--- config.mk ---
export PLATFORM = sky130hd
export DESIGN_NAME = integer_radix_text_formatter_unit
export DESIGN_NICKNAME = d
export VERILOG_FILES = /design/src/hw/rtl/ifmt_pkg.sv /design/src/hw/rtl/ifmt_divider.sv /design/src/hw/rtl/ifmt_emitter.sv /design/src/hw/rtl/integer_radix_text_formatter_unit.sv
export SDC_FILE = /design/constraint.sdc
export NUM_CORES = 1
export LEC_CHECK = 0
export BUFFER_PORTS_ARGS = -buffer_cell sky130_fd_sc_hd__buf_2
export CORE_MARGIN = 8
export CORE_UTILIZATION = 45
export CTS_CLUSTER_DIAMETER = 200
export DETAILED_ROUTE_END_ITERATION = 7
export HOLD_SLACK_MARGIN = 0.1
export PLACE_DENSITY = 0.61
export SLEW_MARGIN = 25
export SYNTH_ARGS = -nofsm -noshare
export SYNTH_HDL_FRONTEND = slang
export SYNTH_SLANG_ARGS = --single-unit
--- constraint.sdc ---
create_clock -name clock -period 20.2 [get_ports clock]
set_clock_uncertainty 0.05 [all_clocks]
set_input_delay 3.03 -clock clock [delete_from_list [all_inputs] [get_ports clock]]
set_output_delay 3.03 -clock clock [all_outputs]
set_load 0.01 [all_outputs]
--- src/hw/rtl/ifmt_pkg.sv ---
// ----------------------------------------------------------------------------
// ifmt_pkg: shared types and constants of the integer radix text formatter
// Widths, character codes, control structs and the digit-to-ASCII mapping.
// ----------------------------------------------------------------------------
package ifmt_pkg;

   localparam int MAX_CHARS = 64;
   localparam int DATA_W    = 64;
   localparam int RADIX_W   = 6;
   localparam int DIGIT_W   = 6;
   localparam int CHAR_W    = 7;
   localparam int WIDTH_W   = 7;
   localparam int ADDR_W    = $clog2(DATA_W);
   localparam int NDIG_W    = $clog2(DATA_W + 1);
   localparam int STEP_W    = $clog2(DATA_W);
   localparam int SPAN_W    = WIDTH_W + 1;

   localparam logic [RADIX_W-1:0] RADIX_MIN = RADIX_W'(2);
   localparam logic [RADIX_W-1:0] RADIX_MAX = RADIX_W'(36);
   localparam logic [RADIX_W-1:0] RADIX_DEC = RADIX_W'(10);

   localparam logic [WIDTH_W-1:0] LIMIT_RESET = WIDTH_W'(64);

   localparam logic [CHAR_W-1:0] CH_SPACE   = 7'h20;
   localparam logic [CHAR_W-1:0] CH_PLUS    = 7'h2B;
   localparam logic [CHAR_W-1:0] CH_MINUS   = 7'h2D;
   localparam logic [CHAR_W-1:0] CH_ZERO    = 7'h30;
   localparam logic [CHAR_W-1:0] CH_UPPER_A = 7'h41;
   localparam logic [CHAR_W-1:0] CH_LOWER_A = 7'h61;

   typedef struct packed {
      logic                done;
      logic [DATA_W-1:0]   quotient;
      logic [DIGIT_W-1:0]  remainder;
   } div_result_type;

   typedef struct packed {
      logic                en;
      logic [ADDR_W-1:0]   addr;
      logic [DIGIT_W-1:0]  data;
   } digit_write_type;

   typedef struct packed {
      logic                left_align;
      logic                pad_zeroes;
      logic                upper_case;
      logic                negative;
      logic                has_sign;
      logic [WIDTH_W-1:0]  pad;
      logic [WIDTH_W-1:0]  lead;
      logic [NDIG_W-1:0]   ndig;
      logic [WIDTH_W-1:0]  count;
   } plan_type;

   function automatic logic [CHAR_W-1:0] digit_char(input logic [DIGIT_W-1:0] d,
                                                    input logic upper);
      logic [CHAR_W-1:0] base;
      base = upper ? CH_UPPER_A : CH_LOWER_A;
      if (d < DIGIT_W'(10)) begin
         digit_char = CH_ZERO + CHAR_W'(d);
      end else begin
         digit_char = base + CHAR_W'(d - DIGIT_W'(10));
      end
   endfunction

endpackage

--- src/hw/rtl/ifmt_divider.sv ---
// ----------------------------------------------------------------------------
// ifmt_divider: restoring shift-subtract divider
// Divides a 64-bit dividend by a small radix, one quotient bit per cycle.
// ----------------------------------------------------------------------------
module ifmt_divider (
   input  logic                          clock,
   input  logic                          reset,
   input  logic                          start,
   input  logic [ifmt_pkg::DATA_W-1:0]   dividend,
   input  logic [ifmt_pkg::RADIX_W-1:0]  divisor,
   output ifmt_pkg::div_result_type      result
);

   logic [ifmt_pkg::DATA_W-1:0]  quo_ff, quo_in;
   logic [ifmt_pkg::DIGIT_W-1:0] rem_ff, rem_in;
   logic [ifmt_pkg::RADIX_W-1:0] div_ff;
   logic [ifmt_pkg::STEP_W-1:0]  cnt_ff, cnt_in;
   logic                         busy_ff, busy_in;
   logic                         done_ff, done_in;
   logic [ifmt_pkg::DIGIT_W:0]   trial;
   logic                         fits;

   assign trial = {rem_ff, quo_ff[ifmt_pkg::DATA_W-1]};
   assign fits  = trial >= {1'b0, div_ff};

   always_comb begin
      quo_in  = quo_ff;
      rem_in  = rem_ff;
      cnt_in  = cnt_ff;
      busy_in = busy_ff;
      done_in = 1'b0;
      if (start) begin
         quo_in  = dividend;
         rem_in  = '0;
         cnt_in  = '0;
         busy_in = 1'b1;
      end else if (busy_ff) begin
         quo_in = {quo_ff[ifmt_pkg::DATA_W-2:0], fits};
         rem_in = fits ? ifmt_pkg::DIGIT_W'(trial - {1'b0, div_ff})
                       : trial[ifmt_pkg::DIGIT_W-1:0];
         cnt_in = cnt_ff + ifmt_pkg::STEP_W'(1);
         if (cnt_ff == ifmt_pkg::STEP_W'(ifmt_pkg::DATA_W - 1)) begin
            busy_in = 1'b0;
            done_in = 1'b1;
         end
      end
   end

   always_ff @(posedge clock) begin
      if (reset) begin
         busy_ff <= 1'b0;
         done_ff <= 1'b0;
         cnt_ff  <= '0;
      end else begin
         busy_ff <= busy_in;
         done_ff <= done_in;
         cnt_ff  <= cnt_in;
      end
   end

   always_ff @(posedge clock) begin
      quo_ff <= quo_in;
      rem_ff <= rem_in;
      if (start) begin
         div_ff <= divisor;
      end
   end

   assign result.done      = done_ff;
   assign result.quotient  = quo_ff;
   assign result.remainder = rem_ff;

endmodule

--- src/hw/rtl/ifmt_emitter.sv ---
// ----------------------------------------------------------------------------
// ifmt_emitter: digit store and character sequencer
// Holds the digits and sends pad, sign and digits one beat at a time.
// ----------------------------------------------------------------------------
module ifmt_emitter (
   input  logic                           clock,
   input  logic                           reset,
   input  ifmt_pkg::digit_write_type      wr,
   input  logic                           start,
   input  ifmt_pkg::plan_type             plan,
   output logic                           done,
   output logic                           rsp_valid,
   input  logic                           rsp_stall,
   output logic [ifmt_pkg::CHAR_W-1:0]    rsp_character,
   output logic                           rsp_last
);

   typedef enum logic [3:0] {
      E_IDLE = 4'b0001,
      E_READ = 4'b0010,
      E_FORM = 4'b0100,
      E_SEND = 4'b1000
   } emit_state_type;

   emit_state_type                 state_ff, state_in;
   logic [ifmt_pkg::DIGIT_W-1:0]   digit_mem_ff [ifmt_pkg::DATA_W];
   logic [ifmt_pkg::DIGIT_W-1:0]   rd_data_ff;
   logic [ifmt_pkg::ADDR_W-1:0]    rd_addr;
   logic [ifmt_pkg::WIDTH_W-1:0]   pos_ff, pos_in, pos_inc;
   logic [ifmt_pkg::CHAR_W-1:0]    char_ff, char_in;
   logic                           last_ff;
   logic [ifmt_pkg::SPAN_W-1:0]    digit_end, base, diff;
   logic [ifmt_pkg::CHAR_W-1:0]    sign_ch, dig_ch;
   logic                           at_sign;

   assign digit_end = {1'b0, plan.lead} + ifmt_pkg::SPAN_W'(plan.ndig);
   assign base      = digit_end - ifmt_pkg::SPAN_W'(1);
   assign diff      = base - {1'b0, pos_ff};
   assign rd_addr   = diff[ifmt_pkg::ADDR_W-1:0];
   assign pos_inc   = pos_ff + ifmt_pkg::WIDTH_W'(1);

   assign sign_ch = plan.negative ? ifmt_pkg::CH_MINUS : ifmt_pkg::CH_PLUS;
   assign dig_ch  = ifmt_pkg::digit_char(rd_data_ff, plan.upper_case);
   assign at_sign = plan.has_sign && (pos_ff == '0);

   always_comb begin
      if (plan.left_align) begin
         if (at_sign) begin
            char_in = sign_ch;
         end else if ({1'b0, pos_ff} < digit_end) begin
            char_in = dig_ch;
         end else begin
            char_in = ifmt_pkg::CH_SPACE;
         end
      end else if (plan.pad_zeroes) begin
         if (at_sign) begin
            char_in = sign_ch;
         end else if (pos_ff < plan.lead) begin
            char_in = ifmt_pkg::CH_ZERO;
         end else begin
            char_in = dig_ch;
         end
      end else begin
         if (pos_ff < plan.pad) begin
            char_in = ifmt_pkg::CH_SPACE;
         end else if (pos_ff < plan.lead) begin
            char_in = sign_ch;
         end else begin
            char_in = dig_ch;
         end
      end
   end

   always_comb begin
      state_in = state_ff;
      pos_in   = pos_ff;
      done     = 1'b0;
      case (state_ff)
         E_IDLE: begin
            if (start) begin
               pos_in   = '0;
               state_in = E_READ;
            end
         end
         E_READ: begin
            state_in = E_FORM;
         end
         E_FORM: begin
            state_in = E_SEND;
         end
         E_SEND: begin
            if (!rsp_stall) begin
               if (last_ff) begin
                  done     = 1'b1;
                  state_in = E_IDLE;
               end else begin
                  pos_in   = pos_inc;
                  state_in = E_READ;
               end
            end
         end
         default: begin
            state_in = E_IDLE;
         end
      endcase
   end

   always_ff @(posedge clock) begin
      if (reset) begin
         state_ff <= E_IDLE;
         pos_ff   <= '0;
      end else begin
         state_ff <= state_in;
         pos_ff   <= pos_in;
      end
   end

   always_ff @(posedge clock) begin
      if (wr.en) begin
         digit_mem_ff[wr.addr] <= wr.data;
      end
      rd_data_ff <= digit_mem_ff[rd_addr];
   end

   always_ff @(posedge clock) begin
      if (state_ff == E_FORM) begin
         char_ff <= char_in;
         last_ff <= (pos_inc == plan.count);
      end
   end

   assign rsp_valid     = (state_ff == E_SEND);
   assign rsp_character = char_ff;
   assign rsp_last      = last_ff;

endmodule

--- src/hw/rtl/integer_radix_text_formatter_unit.sv ---
// Sequence: accept, then a full divider pass per digit, a planning state, then
//   each character through READ, FORM and SEND; SEND waits while rsp_stall is high.
// One value at a time: req_stall stays high from acceptance until the unit is idle.
// The digit loop is bound by the shared 64-step shift-subtract divider.
// Reset: synchronous, active high; idles and sets the output limit (limit_ff) to 64.
// ----------------------------------------------------------------------------
// integer_radix_text_formatter_unit: printf-style integer text formatter
// Converts a 64-bit value to radix text with sign, padding and truncation.
// ----------------------------------------------------------------------------
module integer_radix_text_formatter_unit (
   input  logic                           clock,
   input  logic                           reset,
   input  logic                           csr_wr_en,
   input  logic [ifmt_pkg::WIDTH_W-1:0]   csr_wr_data,
   input  logic                           req_valid,
   output logic                           req_stall,
   input  logic [ifmt_pkg::DATA_W-1:0]    req_value,
   input  logic                           req_is_signed,
   input  logic [ifmt_pkg::RADIX_W-1:0]   req_radix,
   input  logic                           req_upper_case,
   input  logic                           req_force_sign,
   input  logic                           req_left_align,
   input  logic                           req_pad_zeroes,
   input  logic [ifmt_pkg::WIDTH_W-1:0]   req_min_width,
   output logic                           rsp_valid,
   input  logic                           rsp_stall,
   output logic [ifmt_pkg::CHAR_W-1:0]    rsp_character,
   output logic                           rsp_last
);

   typedef enum logic [3:0] {
      S_IDLE = 4'b0001,
      S_DIV  = 4'b0010,
      S_PLAN = 4'b0100,
      S_EMIT = 4'b1000
   } state_type;

   state_type                      state_ff, state_in;
   logic [ifmt_pkg::WIDTH_W-1:0]   limit_ff;
   logic [ifmt_pkg::NDIG_W-1:0]    ndig_ff, ndig_in, ndig_inc;
   logic [ifmt_pkg::RADIX_W-1:0]   radix_ff;
   logic [ifmt_pkg::WIDTH_W-1:0]   width_ff;
   logic                           has_sign_ff, neg_ff, upper_ff, left_ff, zero_ff;
   ifmt_pkg::plan_type             plan_ff, plan_in;

   logic                           accept, radix_ok, signed_eff, neg, has_sign;
   logic [ifmt_pkg::DATA_W-1:0]    magnitude;
   logic                           div_start;
   logic [ifmt_pkg::DATA_W-1:0]    div_dividend;
   logic [ifmt_pkg::RADIX_W-1:0]   div_divisor;
   ifmt_pkg::div_result_type       div_res;
   ifmt_pkg::digit_write_type      dig_wr;
   logic                           emit_start, emit_done;

   logic [ifmt_pkg::WIDTH_W-1:0]   total, pad, len, lim;

   assign req_stall  = (state_ff != S_IDLE);
   assign accept     = req_valid && !req_stall;
   assign radix_ok   = (req_radix >= ifmt_pkg::RADIX_MIN) && (req_radix <= ifmt_pkg::RADIX_MAX);
   assign signed_eff = req_is_signed && (req_radix == ifmt_pkg::RADIX_DEC);
   assign neg        = signed_eff && req_value[ifmt_pkg::DATA_W-1];
   assign has_sign   = neg || (signed_eff && req_force_sign && (req_value != '0));
   assign magnitude  = neg ? (~req_value + ifmt_pkg::DATA_W'(1)) : req_value;
   assign ndig_inc   = ndig_ff + ifmt_pkg::NDIG_W'(1);

   assign total = ifmt_pkg::WIDTH_W'(ndig_ff) + ifmt_pkg::WIDTH_W'(has_sign_ff);
   assign pad   = (width_ff > total) ? (width_ff - total) : '0;
   assign len   = pad + total;
   assign lim   = (limit_ff > ifmt_pkg::WIDTH_W'(ifmt_pkg::MAX_CHARS))
                  ? ifmt_pkg::WIDTH_W'(ifmt_pkg::MAX_CHARS) : limit_ff;

   always_comb begin
      plan_in.left_align = left_ff;
      plan_in.pad_zeroes = zero_ff;
      plan_in.upper_case = upper_ff;
      plan_in.negative   = neg_ff;
      plan_in.has_sign   = has_sign_ff;
      plan_in.pad        = pad;
      plan_in.lead       = left_ff ? ifmt_pkg::WIDTH_W'(has_sign_ff)
                                   : pad + ifmt_pkg::WIDTH_W'(has_sign_ff);
      plan_in.ndig       = ndig_ff;
      plan_in.count      = (len < lim) ? len : lim;
   end

   always_comb begin
      state_in     = state_ff;
      ndig_in      = ndig_ff;
      div_start    = 1'b0;
      div_dividend = div_res.quotient;
      div_divisor  = radix_ff;
      dig_wr.en    = 1'b0;
      dig_wr.addr  = ndig_ff[ifmt_pkg::ADDR_W-1:0];
      dig_wr.data  = div_res.remainder;
      emit_start   = 1'b0;
      case (state_ff)
         S_IDLE: begin
            if (accept && radix_ok) begin
               div_start    = 1'b1;
               div_dividend = magnitude;
               div_divisor  = req_radix;
               ndig_in      = '0;
               state_in     = S_DIV;
            end
         end
         S_DIV: begin
            if (div_res.done) begin
               dig_wr.en = 1'b1;
               ndig_in   = ndig_inc;
               if ((div_res.quotient != '0) &&
                   (ndig_inc < ifmt_pkg::NDIG_W'(ifmt_pkg::DATA_W))) begin
                  div_start = 1'b1;
               end else begin
                  state_in = S_PLAN;
               end
            end
         end
         S_PLAN: begin
            if (plan_in.count != '0) begin
               emit_start = 1'b1;
               state_in   = S_EMIT;
            end else begin
               state_in = S_IDLE;
            end
         end
         S_EMIT: begin
            if (emit_done) begin
               state_in = S_IDLE;
            end
         end
         default: begin
            state_in = S_IDLE;
         end
      endcase
   end

   always_ff @(posedge clock) begin
      if (reset) begin
         state_ff <= S_IDLE;
         limit_ff <= ifmt_pkg::LIMIT_RESET;
         ndig_ff  <= '0;
      end else begin
         state_ff <= state_in;
         ndig_ff  <= ndig_in;
         if (csr_wr_en) begin
            limit_ff <= csr_wr_data;
         end
      end
   end

   always_ff @(posedge clock) begin
      if (accept) begin
         radix_ff    <= req_radix;
         width_ff    <= (req_min_width == '0) ? ifmt_pkg::WIDTH_W'(1) : req_min_width;
         has_sign_ff <= has_sign;
         neg_ff      <= neg;
         upper_ff    <= req_upper_case;
         left_ff     <= req_left_align;
         zero_ff     <= req_pad_zeroes;
      end
      if (state_ff == S_PLAN) begin
         plan_ff <= plan_in;
      end
   end

   ifmt_divider u_divider (
      .clock    (clock),
      .reset    (reset),
      .start    (div_start),
      .dividend (div_dividend),
      .divisor  (div_divisor),
      .result   (div_res)
   );

   ifmt_emitter u_emitter (
      .clock         (clock),
      .reset         (reset),
      .wr            (dig_wr),
      .start         (emit_start),
      .plan          (plan_ff),
      .done          (emit_done),
      .rsp_valid     (rsp_valid),
      .rsp_stall     (rsp_stall),
      .rsp_character (rsp_character),
      .rsp_last      (rsp_last)
   );

`ifndef SYNTHESIS
   a_rsp_only_in_emit: assert property (@(posedge clock) disable iff (reset)
      rsp_valid |-> (state_ff == S_EMIT))
      else $error("result beat outside emit phase");

   a_no_accept_while_busy: assert property (@(posedge clock) disable iff (reset)
      !req_stall |-> !rsp_valid)
      else $error("input taken while a result beat is pending");

   a_div_done_in_div: assert property (@(posedge clock) disable iff (reset)
      div_res.done |-> (state_ff == S_DIV))
      else $error("divider finished outside digit phase");

   a_digit_count_bound: assert property (@(posedge clock) disable iff (reset)
      ndig_ff <= ifmt_pkg::NDIG_W'(ifmt_pkg::DATA_W))
      else $error("digit count overflow");
`endif

endmodule
After elaboration in Yosys (flattened, before gate mapping) --
Memory sizes are Yosys's and may differ from the RTL's. A register that Yosys moved wholly into a read port is not among the register bits. Cells that the tools add are included.
Cells by class: add/subtract/negate cells 15, $mul 0, div/mod/pow operators 0, order comparisons 11, equality and inequality tests 21, shift operators 0, muxes and demuxes 57, bitwise operators 2, reductions and logical operators 26
Operators by type and width (count):
- $mux W64 | 5
- $reduce_bool A64 Y1 | 2
- $mux W7 | 17
- $add A64 B1 Y64 const B | 1
- $not A64 Y64 | 1
- $pmux W4 S4 | 2
- $mux W4 | 7
- $pmux W7 S2 | 2
- $mux W6 | 4
- $lt A7 B7 Y1 | 3
- $mux W1 | 17
- $add A7 B1 Y7 | 2
- $add A7 B1 Y7 const B | 2
- $add A7 B7 Y7 | 2
- $logic_not A7 Y1 | 2
- $ne A2 B2 Y1 const B | 6
- $sub A6 B6 Y6 | 2
- $logic_and A1 B1 Y1 | 9
- $add A7 B7 Y8 | 1
- $eq A4 B1 Y1 const B | 2
- $eq A4 B2 Y1 const B | 2
- $eq A4 B3 Y1 const B | 2
- $eq A4 B4 Y1 const B | 2
- $lt A7 B8 Y1 | 1
- 30 further kinds | 36
Storage, ports and cells: bits in registers 172, bits in latches 0, memory bits (writable) 384, memory bits (read-only) 0, output and inout port bits 10, memories 1
Memory list:
- u_emitter.digit_mem_ff | words 64, bits a word 6, read ports 1, clocked after memory_dff 1, wr ports 1, RTL line ifmt_emitter.sv:26 | logic [ifmt_pkg::DIGIT_W-1:0] digit_mem_ff [ifmt_pkg::DATA_W];

Longest topological paths before layout --
depth after elaboration 11, mapped depth 28, mapped depth without buffers 28

By module --
Synthesis repeated with hierarchy kept, for this count alone.
Second synthesis, totals: cell total of the unflattened synthesis 1974, area, all modules 27311.2 µm²
Modules (own cells, without submodules):
- ifmt_emitter | times used 1, cells an instance 985, area each 17540.6 µm², seq. area each 12111.6 µm²
- integer_radix_text_formatter_unit | times used 1, cells an instance 738, area each 6009.5 µm², seq. area each 1891.8 µm²
- ifmt_divider | times used 1, cells an instance 251, area each 3761.1 µm², seq. area each 2382.3 µm²

Worst setup path before layout --
OpenSTA, ideal clock, no wires.
path kind input -> register, from input req_radix[4] in the netlist's numbering, to register u_divider.quo_ff[0] in the netlist's numbering (enable), library setup time 1.045 ns, data arrival time 5.799 ns, setup slack 13.306 ns, cell stages on the path 4, path buffers 1, cell sequence nor3_1 -> a221o_1 -> clkbuf_1 -> o21ai_0
On the way: cells in the longest elaborated chain, start to end 7, elaborated cells on any way between the ends 10, those cells by class order compare: 2; eq/ne: 2; mux: 2; reduce/logical: 4
Ends and longest elaborated chain:
- from (decl) | RTL line integer_radix_text_formatter_unit.sv:19 | input logic [ifmt_pkg::RADIX_W-1:0] req_radix,
- $ge A6 B2 Y1 or $le A6 B6 Y1 (tied branches) | RTL line integer_radix_text_formatter_unit.sv:59 | assign radix_ok = (req_radix >= ifmt_pkg::RADIX_MIN) && (req_radix <= ifmt_pkg::RADIX_MAX);
- $logic_and A1 B1 Y1 (*) | RTL line integer_radix_text_formatter_unit.sv:59
- $logic_and A1 B1 Y1 (*) | RTL line integer_radix_text_formatter_unit.sv:97 | if (accept && radix_ok) begin
- $mux W1 | RTL line integer_radix_text_formatter_unit.sv:97
- $pmux W1 S2 | RTL line integer_radix_text_formatter_unit.sv:95 | case (state_ff)
- $ne A2 B1 Y1 (no source line) or $reduce_bool A2 Y1 (tied branches)
- $reduce_and A3 Y1 (no source line) (*)
- to (signal assigned) | RTL line ifmt_divider.sv:62 | quo_ff <= quo_in;
- to (decl) | RTL line ifmt_divider.sv:14 | logic [ifmt_pkg::DATA_W-1:0] quo_ff, quo_in;
Every way passes the cells marked *; elsewhere a longest branch is shown, timed or not. A chain may end at the register's enable or synchronous reset.

==> flow_summary_export.csv <==
group,metric,value,unit
status,outcome,"completed",
routing,drtIter0Drc,1212,
sta,slew_headroom,0.326,
yosys,yosys.area.top_type,"edfxtp_1",
routing,vias,15400,
grt,first_global_vias,15600,
die,design.die.area,65800,µm²
setup_path,crit_path_max_fanout,15,
placement,place_hpwl,39300,µm
yosys,synthFlopType,"edfxtp_1",
setup_path,reg2reg_to,"u_emitter.pos_ff[2]",
sta,setup_violations,0,
yosys,yosysWarnings,0,
power,ir_worst_vdd,0.0000779,V
yosys,netlist_instances,1820,
yosys,ys_seq_area_frac,0.629,
setup_path,startpoint_type,"flip-flop",
finish,regArea,16400,µm²
hold_path,holdPathEnd,"plan_ff[30]",
clock_network,cts_tree,"yes",
finish,num-fill-cells,4839,
yosys,synthTopCellsByCount,"edfxtp_1 (513), nor2_1 (222), a21oi_1 (139)",
clock_network,clock_sinks,562,
finish,diodes,0,
power,p_per_area,96.1,nW/µm²
die,start_util,0.453,
sta,hold_viol,0,
yosys,netlist.area_leader.share,0.592,
clock_network,clkTransAtPathRegs,0.07,ns
setup_path,r2r_start,"ndig_ff[0]",
sta,rsz0062_at_grt,"false",
die,die_x,257,µm
finish,fin_cells,2732,
die,die_h,257,µm
clock_network,htreeDepth,2,
setup_path,r2r_cells,25,
placement,numPortBuffers,103,
finish,nNetsFinal,2090,
routing,postRouteAntennaNets,0,
hold_path,hp-start,"upper_ff",
finish,area_delta_synth_final,12.8,%
setup_path,crit_type,"flip-flop to flip-flop",
sta,period_share,0.372,
placement,dp.cells,2625,
yosys,synth_most_common_cell,"edfxtp_1",
finish,multi_input_area,9130,µm²
placement,gp_congestion,0.864,
die,core,57500,µm²
power,power.total,2.82,mW
clock_network,worstSkewPairLatency,0.63,ns
finish,final_layout_size_suffix_gt1_frac,0.192,
grt,grt_overflow,0,
setup_path,rrSetupSlack,12.68,ns
power,p_leak,10.1,nW
setup_path,critPathArrivalTime,8.01,ns
yosys,synth_edf_count,513,
sta,worst_pin_slew,1.01,ns
grt,track_usage,0.177,
routing,drc,0,
sta,tns,0,ns
yosys,yosysUniqueCellTypes,74,
yosys,synth_area_leaders,"edfxtp_1 (59%), mux4_2 (10%), dfxtp_1 (3.8%)",
yosys,async_flop_share,0,
clock_network,hold_buffers,0,
clock_network,clock_path_buffers,3,
yosys,syn_area,26000,µm²
hold_path,hold_class,"flip-flop to flip-flop",
routing,dr.pass1.iters,7,
yosys,ys_ff_latch,562,
hold_path,hold_depth,0,
clock_network,postCtsSetupBuffers,0,
setup_path,critPathCaptureType,"flip-flop",
yosys,synth_nets,1991,
sta,max_freq,133,MHz
sta,period_needed,7.52,ns
clock_network,cts_made_buffers,57,
sta,drv_slew,0,
yosys,synth.avg_cell_area,14.3,µm²
die,ios,104,
clock_network,cts_resized,0,
finish,final_util,0.511,
setup_path,critPathRequiredTime,20.68,ns
routing,wl_per_cell,21.7,µm
routing,totalWireLength,59300,µm
run,cap_violations,0,
grt,grt_pass1_wl,91400,µm
die,rows,88,
grt,antenna_found_initial,2,
clock_network,cts_root_buf,"clkbuf_16",
routing,routed_via_density,5.63,
grt,grt_max_degree,111,
placed cells by master, fill, tap and decap left out, drive strengths merged, types with 8 or more instances in the layout:
cell type,Yosys,final
buf,20,121
nand2b,11,11
a21o,20,20
clkinv,0,26
and3,8,8
xnor2,70,70
o21ai,41,41
clkbuf,61,68
nand2,67,67
edfxtp,513,513
xor2,51,51
dfxtp,49,49
nor3,30,30
or3,9,9
nor4,27,27
o31ai,11,11
a211oi,15,15
nand4,14,14
a31oi,9,9
nor2b,16,16
mux4,120,120
ha,71,71
nand3,18,18
a21oi,139,139
mux2i,17,17
inv,81,83
nor2,222,222
report_power, final:
group / switching (mW) / internal, mW / leakage (nW)
Combinational: 0.226 / 0.0895 / 4.07
Sequential: 0.0220 / 1.41 / 5.11
Clock: 0.459 / 0.615 / 0.934
Total: 0.707 / 2.11 / 10.1
area by class of cell:
| cell class | instances | share of cell area |
|---|---|---|
| Clock buffer | 68 | 0.0514 |
| Clock inverter | 39 | 0.0142 |
| Inverter | 81 | 0.0104 |
| Multi-Input combinational cell | 1096 | 0.311 |
| Sequential cell | 562 | 0.558 |
| Tap cell | 765 | 0.0326 |
| Timing Repair Buffer | 121 | 0.0224 |
stage by stage:
stage | area, µm² | setup slack, ns | hold slack [ns]
after floorplan | 26000 | 13.31 | 0.350
after global placement | 27400 | 12.98 | 0.353
after detailed placement | 27400 | 12.73 | 0.364
after CTS | 29300 | 12.71 | 0.376
after global routing | 29400 | 11.98 | 0.378
final | 29400 | 12.68 | 0.377
critical path, stage by stage, from the launching register on:
cell and delay, ns:
dfxtp_1 0.53, ha_1 0.24, ha_1 0.20, xor2_1 0.31, inv_1 0.20, ha_1 0.39, a21oi_1 0.26, a21boi_2 0.15
o21ai_1 0.54, nor2_1 0.25, ha_1 0.42, nand3_1 0.13, nor2_1 0.05, a211oi_1 0.32, nand2_1 0.08, a22o_1 0.25
xor2_1 0.35, ha_1 0.33, a21oi_1 0.14, o21ai_0 0.13, o31ai_2 0.78, mux2_2 0.42, a21oi_1 0.26, a211o_1 0.21
nand2_1 0.17, a211oi_1 0.27
cell families after synthesis:
family | synth area share
DFF | 0.629
and+or+nand+nor | 0.0872
AOI/OAI and AO/OA | 0.0672
buffers and inverters | 0.0236
muxes | 0.113
xor gates and xnor gates | 0.0407
adders and majority gates | 0.0387
how the worst max path moves through the flow:
| stage | to | slack, ns | cells past startpoint | from |
|---|---|---|---|---|
| detailed placement | u_emitter.pos_ff[2] | 12.73 | 25 | ndig_ff[0] |
| global placement | u_emitter.pos_ff[3] | 12.98 | 25 | ndig_ff[0] |
| global route | u_emitter.pos_ff[2] | 11.98 | 25 | ndig_ff[0] |
| finish | u_emitter.pos_ff[2] | 12.68 | 25 | ndig_ff[0] |
| CTS | u_emitter.pos_ff[2] | 12.71 | 25 | ndig_ff[0] |
| floorplan | u_divider.quo_ff[0] | 13.31 | 4 | req_radix[4] |
per-layer routing:
layer / share of wire / track usage
met5: 0.00032 / 0
met4: 0.023 / 0.0479
met3: 0.061 / 0.0417
met2: 0.48 / 0.289
met1: 0.43 / 0.236
sequential cells by signal, indices dropped and copies added (netlist names), 6 cells and up:
signal	flops
u_divider.quo_ff	64
u_divider.rem_ff	6
u_emitter.digit_mem_ff	384
radix_ff	6
width_ff	7
u_emitter.rd_data_ff	6
u_divider.div_ff	6
u_emitter.rsp_character	7
u_emitter.pos_ff	7
plan_ff	33
limit_ff	7
u_divider.cnt_ff	6
ndig_ff	7
Power figures use the tool's default switching activity.
